[config.mk]
export PLATFORM = sky130hd
export DESIGN_NAME = float32_add_subtract_core
export DESIGN_NICKNAME = d
export VERILOG_FILES = /design/src/sv/fas_pkg.sv /design/src/sv/float32_add_subtract_core.sv /design/src/sv/fas_front.sv /design/src/sv/fas_queue.sv /design/src/sv/fas_back.sv
export SDC_FILE = /design/constraint.sdc
export NUM_CORES = 1
export LEC_CHECK = 0
export ABC_AREA = 1
export BUFFER_PORTS_ARGS = -buffer_cell sky130_fd_sc_hd__buf_2
export CORE_UTILIZATION = 50
export DETAILED_ROUTE_END_ITERATION = 7
export GPL_TIMING_DRIVEN = 0
export PLACE_DENSITY = 0.76
export SLEW_MARGIN = 20
export SYNTH_ARGS = -nofsm -noshare
export SYNTH_HDL_FRONTEND = slang
export SYNTH_SLANG_ARGS = --single-unit
[constraint.sdc]
create_clock -name clk -period 6 [get_ports clk]
set_input_delay 1.2 -clock clk [delete_from_list [all_inputs] [get_ports clk]]
set_output_delay 1.2 -clock clk [all_outputs]
set_load 0.02 [all_outputs]
[src/sv/fas_pkg.sv]
`default_nettype none

package fas_pkg;

	localparam int unsigned ExpW  = 8;
	localparam int unsigned FracW = 23;
	localparam int unsigned SigW  = FracW + 1;

	localparam logic [ExpW-1:0] ExpMax   = 8'hff;
	localparam logic [31:0]     ExpMask  = 32'h7f80_0000;
	localparam logic [31:0]     QuietNan = 32'h7fc0_0000;

	// one classified operation, handed from the front to the back
	typedef struct packed {
		logic            nan;
		logic            s_big;
		logic            s_small;
		logic [ExpW-1:0] e_big;
		logic [ExpW-1:0] shamt;
		logic [SigW-1:0] m_big;
		logic [SigW-1:0] m_small;
	} fas_op_t;

	// handshake between queue and its neighbors
	typedef struct packed {
		logic push;
		logic full;
	} fas_qin_t;

	typedef struct packed {
		logic pop;
		logic empty;
	} fas_qout_t;

endpackage

`default_nettype wire

[src/sv/float32_add_subtract_core.sv]
// channel   | signals                           | beat taken when
// ----------+-----------------------------------+------------------------
// operation | operand_a, operand_b, mode        | start && !busy
// result    | result                            | done (one cycle)
//
// One operation per cycle sustained while busy is low; an accepted operation
// passes the front register, the queue and the three back-end stages to done.
// Front stage classifies and swaps operands, a two-entry queue follows, the back
// end aligns, adds, then normalizes and packs in three register stages.
// The back end never stalls, so busy stays low in practice; it only rises if the
// queue were ever full. arst_n clears all valid flags; no clearing pass.
`default_nettype none

module float32_add_subtract_core (
	input  wire logic        clk,
	input  wire logic        arst_n,
	input  wire logic        start,
	output logic             busy,
	input  wire logic [31:0] operand_a,
	input  wire logic [31:0] operand_b,
	input  wire logic        mode,
	output logic             done,
	output logic [31:0]      result
);

	fas_pkg::fas_qin_t  qin;
	fas_pkg::fas_qout_t qout;
	fas_pkg::fas_op_t   front_op;
	fas_pkg::fas_op_t   back_op;
	logic               q_full;

	fas_front u_front (
		.clk       (clk),
		.arst_n    (arst_n),
		.start     (start),
		.busy      (busy),
		.operand_a (operand_a),
		.operand_b (operand_b),
		.mode      (mode),
		.qin       (qin),
		.q_full    (q_full),
		.op        (front_op)
	);

	fas_queue u_queue (
		.clk    (clk),
		.arst_n (arst_n),
		.qin    (qin),
		.wr_op  (front_op),
		.full   (q_full),
		.qout   (qout),
		.rd_op  (back_op)
	);

	fas_back u_back (
		.clk    (clk),
		.arst_n (arst_n),
		.qout   (qout),
		.op     (back_op),
		.done   (done),
		.result (result)
	);

endmodule

`default_nettype wire

[src/sv/fas_front.sv]
`default_nettype none

module fas_front (
	input  wire logic             clk,
	input  wire logic             arst_n,
	input  wire logic             start,
	output logic                  busy,
	input  wire logic [31:0]      operand_a,
	input  wire logic [31:0]      operand_b,
	input  wire logic             mode,
	output fas_pkg::fas_qin_t     qin,
	input  wire logic             q_full,
	output fas_pkg::fas_op_t      op
);

	logic             v_s1;
	fas_pkg::fas_op_t op_s1;
	fas_pkg::fas_op_t op_d;
	logic             accept;
	logic             adv;

	logic [fas_pkg::ExpW-1:0] ea;
	logic [fas_pkg::ExpW-1:0] eb;
	logic [fas_pkg::SigW-1:0] ma;
	logic [fas_pkg::SigW-1:0] mb;
	logic                     sa;
	logic                     sb;

	// stage register moves on when empty or when the queue takes its item
	assign adv    = !v_s1 || !q_full;
	assign busy   = !adv;
	assign accept = start && adv;

	always_comb begin
		ea = operand_a[30:23];
		eb = operand_b[30:23];
		sa = operand_a[31];
		sb = operand_b[31] ^ mode;
		// denormals count as zero
		ma = (ea != '0) ? {1'b1, operand_a[22:0]} : '0;
		mb = (eb != '0) ? {1'b1, operand_b[22:0]} : '0;
		op_d.nan = (ea == fas_pkg::ExpMax) || (eb == fas_pkg::ExpMax);
		if (ea >= eb) begin
			op_d.s_big   = sa;
			op_d.s_small = sb;
			op_d.e_big   = ea;
			op_d.shamt   = ea - eb;
			op_d.m_big   = ma;
			op_d.m_small = mb;
		end else begin
			op_d.s_big   = sb;
			op_d.s_small = sa;
			op_d.e_big   = eb;
			op_d.shamt   = eb - ea;
			op_d.m_big   = mb;
			op_d.m_small = ma;
		end
	end

	always_ff @(posedge clk or negedge arst_n) begin
		if (!arst_n) begin
			v_s1 <= 1'b0;
		end else if (adv) begin
			v_s1 <= start;
		end
	end

	always_ff @(posedge clk) begin
		if (accept) begin
			op_s1 <= op_d;
		end
	end

	assign qin.push = v_s1 && !q_full;
	assign qin.full = q_full;
	assign op       = op_s1;

endmodule

`default_nettype wire

[src/sv/fas_queue.sv]
`default_nettype none

module fas_queue (
	input  wire logic              clk,
	input  wire logic              arst_n,
	input  wire fas_pkg::fas_qin_t qin,
	input  wire fas_pkg::fas_op_t  wr_op,
	output logic                   full,
	output fas_pkg::fas_qout_t     qout,
	output fas_pkg::fas_op_t       rd_op
);

	localparam int unsigned Depth = 2;

	fas_pkg::fas_op_t mem_q [Depth];
	logic             wr_ptr_q;
	logic             rd_ptr_q;
	logic [1:0]       count_q;
	logic             pop;
	logic             empty;

	assign empty = (count_q == 2'd0);
	assign full  = (count_q == 2'(Depth));
	// back end never stalls, so the head entry leaves whenever the queue is not empty
	assign pop   = !empty;

	always_ff @(posedge clk or negedge arst_n) begin
		if (!arst_n) begin
			wr_ptr_q <= 1'b0;
			rd_ptr_q <= 1'b0;
			count_q  <= 2'd0;
		end else begin
			if (qin.push) begin
				wr_ptr_q <= !wr_ptr_q;
			end
			if (pop) begin
				rd_ptr_q <= !rd_ptr_q;
			end
			count_q <= count_q + 2'(qin.push) - 2'(pop);
		end
	end

	always_ff @(posedge clk) begin
		if (qin.push) begin
			mem_q[wr_ptr_q] <= wr_op;
		end
	end

	assign rd_op      = mem_q[rd_ptr_q];
	assign qout.pop   = pop;
	assign qout.empty = empty;

	a_no_overflow: assert property (@(posedge clk) disable iff (!arst_n)
		!(qin.push && qin.full))
		else $error("queue written while full");

	a_count_range: assert property (@(posedge clk) disable iff (!arst_n)
		count_q <= 2'(Depth))
		else $error("queue count out of range");

	a_count_track: assert property (@(posedge clk) disable iff (!arst_n)
		(qin.push && !pop) |=> (count_q == $past(count_q) + 2'd1))
		else $error("queue count lost a push");

endmodule

`default_nettype wire

[src/sv/fas_back.sv]
`default_nettype none

module fas_back (
	input  wire logic               clk,
	input  wire logic               arst_n,
	input  wire fas_pkg::fas_qout_t qout,
	input  wire fas_pkg::fas_op_t   op,
	output logic                    done,
	output logic [31:0]             result
);

	localparam int unsigned SigW = fas_pkg::SigW;
	localparam int unsigned ExpW = fas_pkg::ExpW;

	// align
	logic            v_s2;
	logic            nan_s2;
	logic            s_big_s2;
	logic            s_small_s2;
	logic [ExpW-1:0] e_s2;
	logic [SigW-1:0] m_big_s2;
	logic [SigW-1:0] m_sh_s2;

	// add
	logic            v_s3;
	logic            nan_s3;
	logic            sgn_s3;
	logic [ExpW-1:0] e_s3;
	logic [SigW:0]   mag_s3;

	// normalize and pack
	logic            v_s4;
	logic [31:0]     result_s4;

	logic [SigW:0]   sum;
	logic [SigW:0]   dif_bs;
	logic [SigW:0]   dif_sb;
	logic [SigW:0]   mag_d;
	logic            sgn_d;

	logic [4:0]          lz;
	logic [SigW-1:0]     norm;
	logic signed [9:0]   e_n;
	logic [31:0]         pack_d;

	function automatic logic [4:0] lzc(input logic [SigW-1:0] v);
		logic [4:0] n;
		n = 5'(SigW);
		for (int i = 0; i < SigW; i++) begin
			if (v[i]) begin
				n = 5'(SigW - 1 - i);
			end
		end
		return n;
	endfunction

	always_ff @(posedge clk or negedge arst_n) begin
		if (!arst_n) begin
			v_s2 <= 1'b0;
			v_s3 <= 1'b0;
			v_s4 <= 1'b0;
		end else begin
			v_s2 <= qout.pop;
			v_s3 <= v_s2;
			v_s4 <= v_s3;
		end
	end

	always_ff @(posedge clk) begin
		if (qout.pop) begin
			nan_s2     <= op.nan;
			s_big_s2   <= op.s_big;
			s_small_s2 <= op.s_small;
			e_s2       <= op.e_big;
			m_big_s2   <= op.m_big;
			// truncating shift; any gap of 24 or more clears it
			m_sh_s2    <= op.m_small >> op.shamt;
		end
	end

	always_comb begin
		sum    = {1'b0, m_big_s2} + {1'b0, m_sh_s2};
		dif_bs = {1'b0, m_big_s2} - {1'b0, m_sh_s2};
		dif_sb = {1'b0, m_sh_s2} - {1'b0, m_big_s2};
		priority if (s_big_s2 == s_small_s2) begin
			mag_d = sum;
			sgn_d = s_big_s2;
		end else if (!dif_bs[SigW]) begin
			mag_d = dif_bs;
			sgn_d = s_big_s2;
		end else begin
			mag_d = dif_sb;
			sgn_d = s_small_s2;
		end
	end

	always_ff @(posedge clk) begin
		if (v_s2) begin
			nan_s3 <= nan_s2;
			sgn_s3 <= sgn_d;
			e_s3   <= e_s2;
			mag_s3 <= mag_d;
		end
	end

	always_comb begin
		lz = lzc(mag_s3[SigW-1:0]);
		if (mag_s3[SigW]) begin
			norm = mag_s3[SigW:1];
			e_n  = $signed({2'b00, e_s3}) + 10'sd1;
		end else begin
			norm = mag_s3[SigW-1:0] << lz;
			e_n  = $signed({2'b00, e_s3}) - $signed({5'd0, lz});
		end
		priority if (nan_s3) begin
			pack_d = fas_pkg::QuietNan;
		end else if (mag_s3 == '0) begin
			pack_d = '0;
		end else if (e_n >= 10'sd255) begin
			pack_d = {sgn_s3, 31'd0} | fas_pkg::ExpMask;
		end else if (e_n <= 10'sd0) begin
			pack_d = {sgn_s3, 31'd0};
		end else begin
			pack_d = {sgn_s3, e_n[ExpW-1:0], norm[SigW-2:0]};
		end
	end

	always_ff @(posedge clk) begin
		if (v_s3) begin
			result_s4 <= pack_d;
		end
	end

	assign done   = v_s4;
	assign result = result_s4;

	a_pop_valid: assert property (@(posedge clk) disable iff (!arst_n)
		qout.pop |-> !qout.empty)
		else $error("pop from an empty queue");

	a_pipe_flow: assert property (@(posedge clk) disable iff (!arst_n)
		qout.pop |=> ##2 done)
		else $error("popped operation did not reach the output");

	a_nan_out: assert property (@(posedge clk) disable iff (!arst_n)
		(v_s3 && nan_s3) |=> (result == fas_pkg::QuietNan))
		else $error("special operand did not give quiet NaN");

endmodule

`default_nettype wire

==> results of run 1 <==
[kinds of logic (layout without fill, tap and decap cells)]
group / after synthesis / after routing
muxes: 24 / 24
DFF: 335 / 335
and+or+nand+nor: 921 / 921
buffers and inverters: 349 / 516
adders and majority gates: 100 / 100
xor gates and xnor gates: 37 / 37
AOI/OAI and AO/OA: 399 / 399
[power groups by stage]
stage	Clock [W]	Combinational, W	Sequential, W
global placement	0	0.00431	0.00348
finish	0.00200	0.00443	0.00343
CTS	0.00204	0.00439	0.00343
detailed placement	0	0.00437	0.00348
floorplan	0	0.00307	0.00347
global route	0.00212	0.00497	0.00349
[sequential cells by signal (all words and copies together), names as in the netlist, 2 cells and up]
signal           count
u_back.m_big_s2     24
u_back.e_s2          8
u_queue.count_q      2
u_back.mag_s3       25
u_back.m_sh_s2      24
u_back.e_s3          8
u_back.result       32
u_queue.mem_q      134
u_front.op          67
[cells in the mapped netlist, types with 6 or more instances]
| library cell | count | area share |
|---|---|---|
| nand2_1 | 612 | 0.12 |
| edfxtp_1 | 327 | 0.51 |
| inv_1 | 245 | 0.048 |
| o21ai_0 | 169 | 0.044 |
| nand3_1 | 151 | 0.039 |
| a21oi_1 | 134 | 0.035 |
| nor2_1 | 107 | 0.021 |
| ha_1 | 94 | 0.061 |
| clkbuf_1 | 51 | 0.0099 |
| xor2_1 | 30 | 0.014 |
| buf_2 | 28 | 0.0073 |
| mux2i_1 | 24 | 0.012 |
| o21ai_1 | 16 | 0.0041 |
| nand4_1 | 15 | 0.0049 |
| a31oi_1 | 11 | 0.0036 |
| nor4_1 | 11 | 0.0036 |
| buf_1 | 9 | 0.0017 |
| o211ai_1 | 9 | 0.0035 |
| a211oi_1 | 8 | 0.0031 |
| dfrtp_1 | 8 | 0.010 |
| nor3_1 | 7 | 0.0018 |
| xnor2_1 | 7 | 0.0032 |
| fa_1 | 6 | 0.0062 |
| o221ai_1 | 6 | 0.0027 |
| or2_2 | 6 | 0.0019 |
[worst reg2reg max path: cells and delay by family (launching register included)]
| family | cells | cell delay [ps] |
|---|---|---|
| XOR/XNOR | 1 | 180 |
| buffers and inverters | 2 | 610 |
| AO/OA/AOI/OAI | 6 | 1780 |
| flip-flops | 1 | 480 |
| adder cells (fa/ha/maj) | 1 | 350 |
| AND/OR/NAND/NOR | 11 | 1670 |
[stage by stage]
stage | utilization | area (um2) | setup WS, ps
2_1_floorplan | - | 19300 | 1870
3_3_place_gp | 0.540 | 20400 | 696
3_5_place_dp | 0.544 | 20600 | 878
4_1_cts | 0.572 | 21600 | 848
5_1_grt | 0.572 | 21600 | 484
6_report | 0.572 | 21600 | 792
[layout make-up]
cell class | count | area, um2 | share of cell area
sequential | 335 | 10000 | 0.463
multi-input combinational | 1481 | 7920 | 0.366
inverter | 253 | 955 | 0.0441
clock buffer | 46 | 927 | 0.0429
tap | 511 | 639 | 0.0296
timing repair buffer | 106 | 621 | 0.0287
buffer | 96 | 434 | 0.0201
clock inverter | 15 | 119 | 0.00549
[metal layers]
layer / GRT usage / vias up
met5: 0 / -
met4: 0.100 / 0
met3: 0.0344 / 98
met2: 0.455 / 455
met1: 0.289 / 6952
li1: - / 7602
[final timing paths]
path,end,cells after the start,from,slack [ps]
hold reg to reg,u_back.nan_s3,0,u_back.nan_s2,410
setup reg to reg,u_back.result[22],21,u_back.mag_s3[7],790
setup / recovery,u_back.result[22],21,u_back.mag_s3[7],790
hold / removal,u_back.nan_s3,0,u_back.nan_s2,410
min in group asynchronous,u_front.v_s1,1,arst_n,500
max in group asynchronous,u_back.v_s2,1,arst_n,5310
==> out/qor.yml, run 1 <==
detailed_routing:
  drt_first_pass_iters: 6
  via_per_inst: 5.31
  vias: 15100
  routed_wirelength_mm: 47.5
  wire_per_inst_um: 16.7
  drt-met1-wl_mm: 19.1
  drt-initial-drc-count: 841
  top_layer: "met4"
  drc_errors: 0
  met3WireLength_mm: 2.05
  ant_nets: 0
  wl_met2_mm: 24.7
clock_tree:
  htreeDepth: 2
  ctsResizeCount: 0
  cts-root-buf: "clkbuf_16"
  numCtsBuffers: 35
  cts_tree: "built"
  insertion_delay_ps: 560
  clk_pin_slew_worst_paths_ps: 60
  cts.sinks: 335
  post_cts_buffers: 0
  clk_path_buf_depth: 3
  postCtsHoldBufs: 0
cells_and_area:
  antenna_cells: 0
  layout.nets: 2476
  fin_cells: 2843
  layout-drive-gt1-share: 0.0952
  final_common_cell: "nand2_1"
  layout_common_cells: "nand2_1 (612), edfxtp_1 (327), inv_1 (243), o21ai_0 (169), nand3_1 (151)"
  fill_cells: 3338
  syn2layout_area_growth_pct: 12.1
logic_synthesis:
  ys_seq_area_frac: 0.519
  syn-num-nets: 2333
  synth_cell_type_count: 61
  synthSimpleGateAreaFrac: 0.197
  synth_adder_area_share: 0.0671
  synth_edf_count: 327
  synth_flop_cell: "edfxtp_1"
  syn_avg_cell_area_um2: 8.92
  synthCells: 2165
  synth_xor_area_frac: 0.0168
  synth.mux.area_fraction: 0.0124
  synth_top_family_by_area: "simple AND/OR/NAND/NOR gates"
  yosys_warnings: 0
  netlist_area_um2: 19300
  synthArstFlopShare: 0.0239
  ys_seq_elements: 335
  synth_compound_area_frac: 0.116
worst_setup_path:
  path_common_cell: "nand2_1"
  endpoint_kind: "register"
  cp-start-kind: "register"
  cp_num_buf_inv: 2
  crit_chain: "nor4_1, nand2_1, nand2_1, nand2_1, a21oi_1, inv_1, buf_4, ha_1, nand2_1, nor2_1, a211oi_1, or2_1, a21oi_1, o41ai_1, xnor2_1, o21ai_0, nand2_1, nand4_4, a21oi_1, nand2_1, nand2_1"
  cp_data_arrival_time_ps: 5620
  slowest_delay_ps: 550
  slowest_stage: "a21oi_1"
  crit_required_ps: 6410
  critPathKind: "register to register"
  crit_path_max_fanout: 10
  crit_family: "compound AO/OA/AOI/OAI gates"
pwr:
  ir_drop_mv: 0.248
  p_seq_frac: 0.348
  internal_power_w: 0.00570
  clock_power_share: 0.203
  switching_share: 0.422
  power_density_nw_per_um2: 456
  power_w: 0.00986
  p_comb_frac: 0.449
  p_switching_w: 0.00416
  p_leak_nw: 9.53
timing:
  hold_slack_ps: 409
  finalCritPeriodShare: 0.868
  drv_slew: 0
  fin_skew_ps: 25.4
  rsz0062_at_grt: "no"
  final.min_clock_period_ps: 5210
  tightest_slew_ps: 802
  max_slew_margin: 0.462
  setup_viol: 0
  fin_setup_tns_ps: 0
  hold_viol: 0
  fmax_mhz: 192
global_route:
  grt_usage: 0.248
  grt_remaining_overflow: 0
  grt_first_pass_wirelength_mm: 75.7
  grt_start_max_net_pins: 61
  antenna_found_initial: 0
  grt_pass1_vias: 14900
floorplan:
  fp-row-count: 71
  start_util: 0.510
  dieArea_um2: 39400
  die_w_um: 198
  core_um2: 37800
  io_pins: 102
  die_h_um: 198
status:
  status: "finished, final reports clean"
min_path:
  min_path_type: "register to register"
job:
  maxCapViolCount: 0
place:
  port_buffers: 101
  gp_congestion: 0.993
  place_inst: 2782
  dp_hpwl_mm: 37.1
No activity file was read; power rests on OpenSTA's default activity.
==> run 2: changes to the inputs <==
--- a/config.mk
+++ b/config.mk
@@ -10,7 +10,7 @@
 export CORE_UTILIZATION = 50
 export DETAILED_ROUTE_END_ITERATION = 7
 export GPL_TIMING_DRIVEN = 0
-export PLACE_DENSITY = 0.76
+export PLACE_DENSITY_LB_ADDON = 0.12
 export SLEW_MARGIN = 20
 export SYNTH_ARGS = -nofsm -noshare
 export SYNTH_HDL_FRONTEND = slang
==> run 2 against run 1 <==
Against the previous run:
- via count up 0.95%
- combinational power up 2%
- die area did not move
- setup slack improved by 180 ps
- fmax up 3.6%
- core utilization grew 0.37 points
- sequential cell count is the same
- critical endpoint is now u_back.result[6]
- largest cell class unchanged
- highest routed layer unchanged
==> out/qor.yml, run 2 (synthesis results as in run 1) <==
floorplan:
  fp-row-count: 71  # unchanged
  dieArea_um2: 39400  # unchanged
  die_h_um: 198  # unchanged
  io_pins: 102  # unchanged
  start_util: 0.510  # unchanged
  core_um2: 37800  # unchanged
  die_w_um: 198  # unchanged
cells_and_area:
  layout_common_cells: "nand2_1 (612), edfxtp_1 (327), inv_1 (243), o21ai_0 (169), nand3_1 (151)"
  largest-register: "u_queue.mem_q"
  multi_input_area_um2: 7920  # unchanged
  final_common_cell: "nand2_1"
  syn2layout_area_growth_pct: 12.8
  fin_cells: 2850  # +0.25%
  layout-drive-gt1-share: 0.0992  # +0.00399
  antenna_cells: 0  # unchanged
  layout.nets: 2479  # +0.12%
  largest_register_ffs: 134  # unchanged
  ff_latch_area_um2: 10000  # unchanged
  fill_cells: 3459  # +3.6%
timing:
  fmax_mhz: 199  # +3.6%
  final.min_clock_period_ps: 5030  # -181 ps
  drv_slew: 0  # unchanged
  rsz0062_at_grt: "no"
  hold_viol: 0  # unchanged
  finalCritPeriodShare: 0.838  # -0.0302
  hold_slack_ps: 417  # +8.01 ps
  max_slew_margin: 0.440  # -0.0228
  fin_setup_tns_ps: 0  # unchanged
  fin_skew_ps: 15.8  # -9.59 ps
  tightest_slew_ps: 836  # +34.0 ps
  setup_viol: 0  # unchanged
place:
  place_inst: 2784  # +0.072%
  gp_congestion: 0.959  # -3.5%
  port_buffers: 101  # unchanged
  dp_hpwl_mm: 38.6  # +3.9%
global_route:
  grt_remaining_overflow: 0  # unchanged
  antenna_found_initial: 1  # +1
  grt_usage: 0.254  # +0.00614
  grt_start_max_net_pins: 62  # +1.6%
  grt_pass1_vias: 14500  # -2.3%
  grt_first_pass_wirelength_mm: 77.3  # +2.2%
clock_tree:
  insertion_delay_ps: 530  # -30 ps
  postCtsHoldBufs: 0  # unchanged
  numCtsBuffers: 36  # +2.9%
  cts-root-buf: "clkbuf_16"
  cts.sinks: 335  # unchanged
  clk_path_buf_depth: 3  # unchanged
  clk_pin_slew_worst_paths_ps: 60  # about the same
  ctsResizeCount: 0  # unchanged
  cts_tree: "built"
  htreeDepth: 2  # unchanged
  post_cts_buffers: 0  # unchanged
worst_setup_path:
  path_common_cell: "nand2_1"
  crit_path_max_fanout: 11  # +1
  crit_required_ps: 6260  # -150 ps
  cp_data_arrival_time_ps: 5290  # -330 ps
  slowest_stage: "edfxtp_1"
  crit_family: "simple AND/OR/NAND/NOR gates"
  slowest_delay_ps: 500  # -50 ps
  cp-start-kind: "register"
  critPathKind: "register to register"
  endpoint_kind: "register"
  cp_num_buf_inv: 4  # +2
status:
  status: "finished, final reports clean"
detailed_routing:
  drt-initial-drc-count: 1092  # +30%
  drt_first_pass_iters: 8  # +2
  drc_errors: 0  # unchanged
  via_per_inst: 5.35  # +0.70%
  vias: 15300  # +0.95%
  ant_nets: 0  # unchanged
  wire_per_inst_um: 17.2  # +3.1%
  routed_wirelength_mm: 49.1  # +3.4%
job:
  maxCapViolCount: 0  # unchanged
min_path:
  min_path_type: "register to register"
pwr:
  ir_drop_mv: 0.217  # -12%
  power_density_nw_per_um2: 464  # +1.8%
  p_leak_nw: 9.61  # +0.80%
==> run 2: layout make-up <==
| class | instances | share of cell area |
|---|---|---|
| buffer | 96 | 0.0199 |
| inverter | 253 | 0.0437 |
| tap | 511 | 0.0294 |
| sequential | 335 | 0.460 |
| clock inverter | 23 | 0.00816 |
| multi-input combinational | 1481 | 0.364 |
| clock buffer | 43 | 0.0445 |
| timing repair buffer | 108 | 0.0303 |
==> run 2: per-layer routing <==
layer | vias up | routed length [um] | track usage | part of all wire
met5 | - | 0 | 0 | 0
met4 | 0 | 1500 | 0.0909 | 0.031
met3 | 81 | 2140 | 0.0312 | 0.044
met2 | 435 | 23800 | 0.432 | 0.48
met1 | 7126 | 21700 | 0.333 | 0.44
li1 | 7608 | - | - | -
==> run 2: stage by stage <==
| step | area [um2] | utilization | setup slack [ps] | power [W] |
|---|---|---|---|---|
| finish | 21800 | 0.575 | 974 | 0.0101 |
| CTS | 21800 | 0.575 | 1060 | 0.0101 |
| detailed placement | 20600 | 0.545 | 1090 | 0.00798 |
| global route | 21800 | 0.575 | 557 | 0.0108 |
| global placement | 20400 | 0.540 | 444 | 0.00794 |
| floorplan | 19300 | - | 1870 | 0.00655 |
==> run 2: worst reg2reg max path: cells and delay by family (launching register included) <==
| kind | cells | cell delay (ps) |
|---|---|---|
| buf+inv | 4 | 660 |
| compound gates | 5 | 880 |
| xor+xnor | 1 | 260 |
| simple gates | 24 | 1810 |
| fa+ha+maj | 2 | 640 |
| flops | 1 | 500 |
==> run 2: where the power goes <==
group          internal, W  switching, W  total (W)
clock network      0.00125      0.000879    0.00213
registers          0.00316      0.000315    0.00348
logic              0.00141       0.00310    0.00450
==> run 2: path summary, 6_finish.rpt <==
kind | slack [ps] | from | end | cells after the start
worst max-delay path | 970 | u_back.mag_s3[2] | u_back.result[6] | 36
worst min-delay path | 420 | u_back.nan_s2 | u_back.nan_s3 | 0
worst max register to register | 970 | u_back.mag_s3[2] | u_back.result[6] | 36
worst min register to register | 420 | u_back.nan_s2 | u_back.nan_s3 | 0
max in group asynchronous | 5320 | arst_n | u_back.v_s2 | 1
min in group asynchronous | 500 | arst_n | u_front.v_s1 | 1
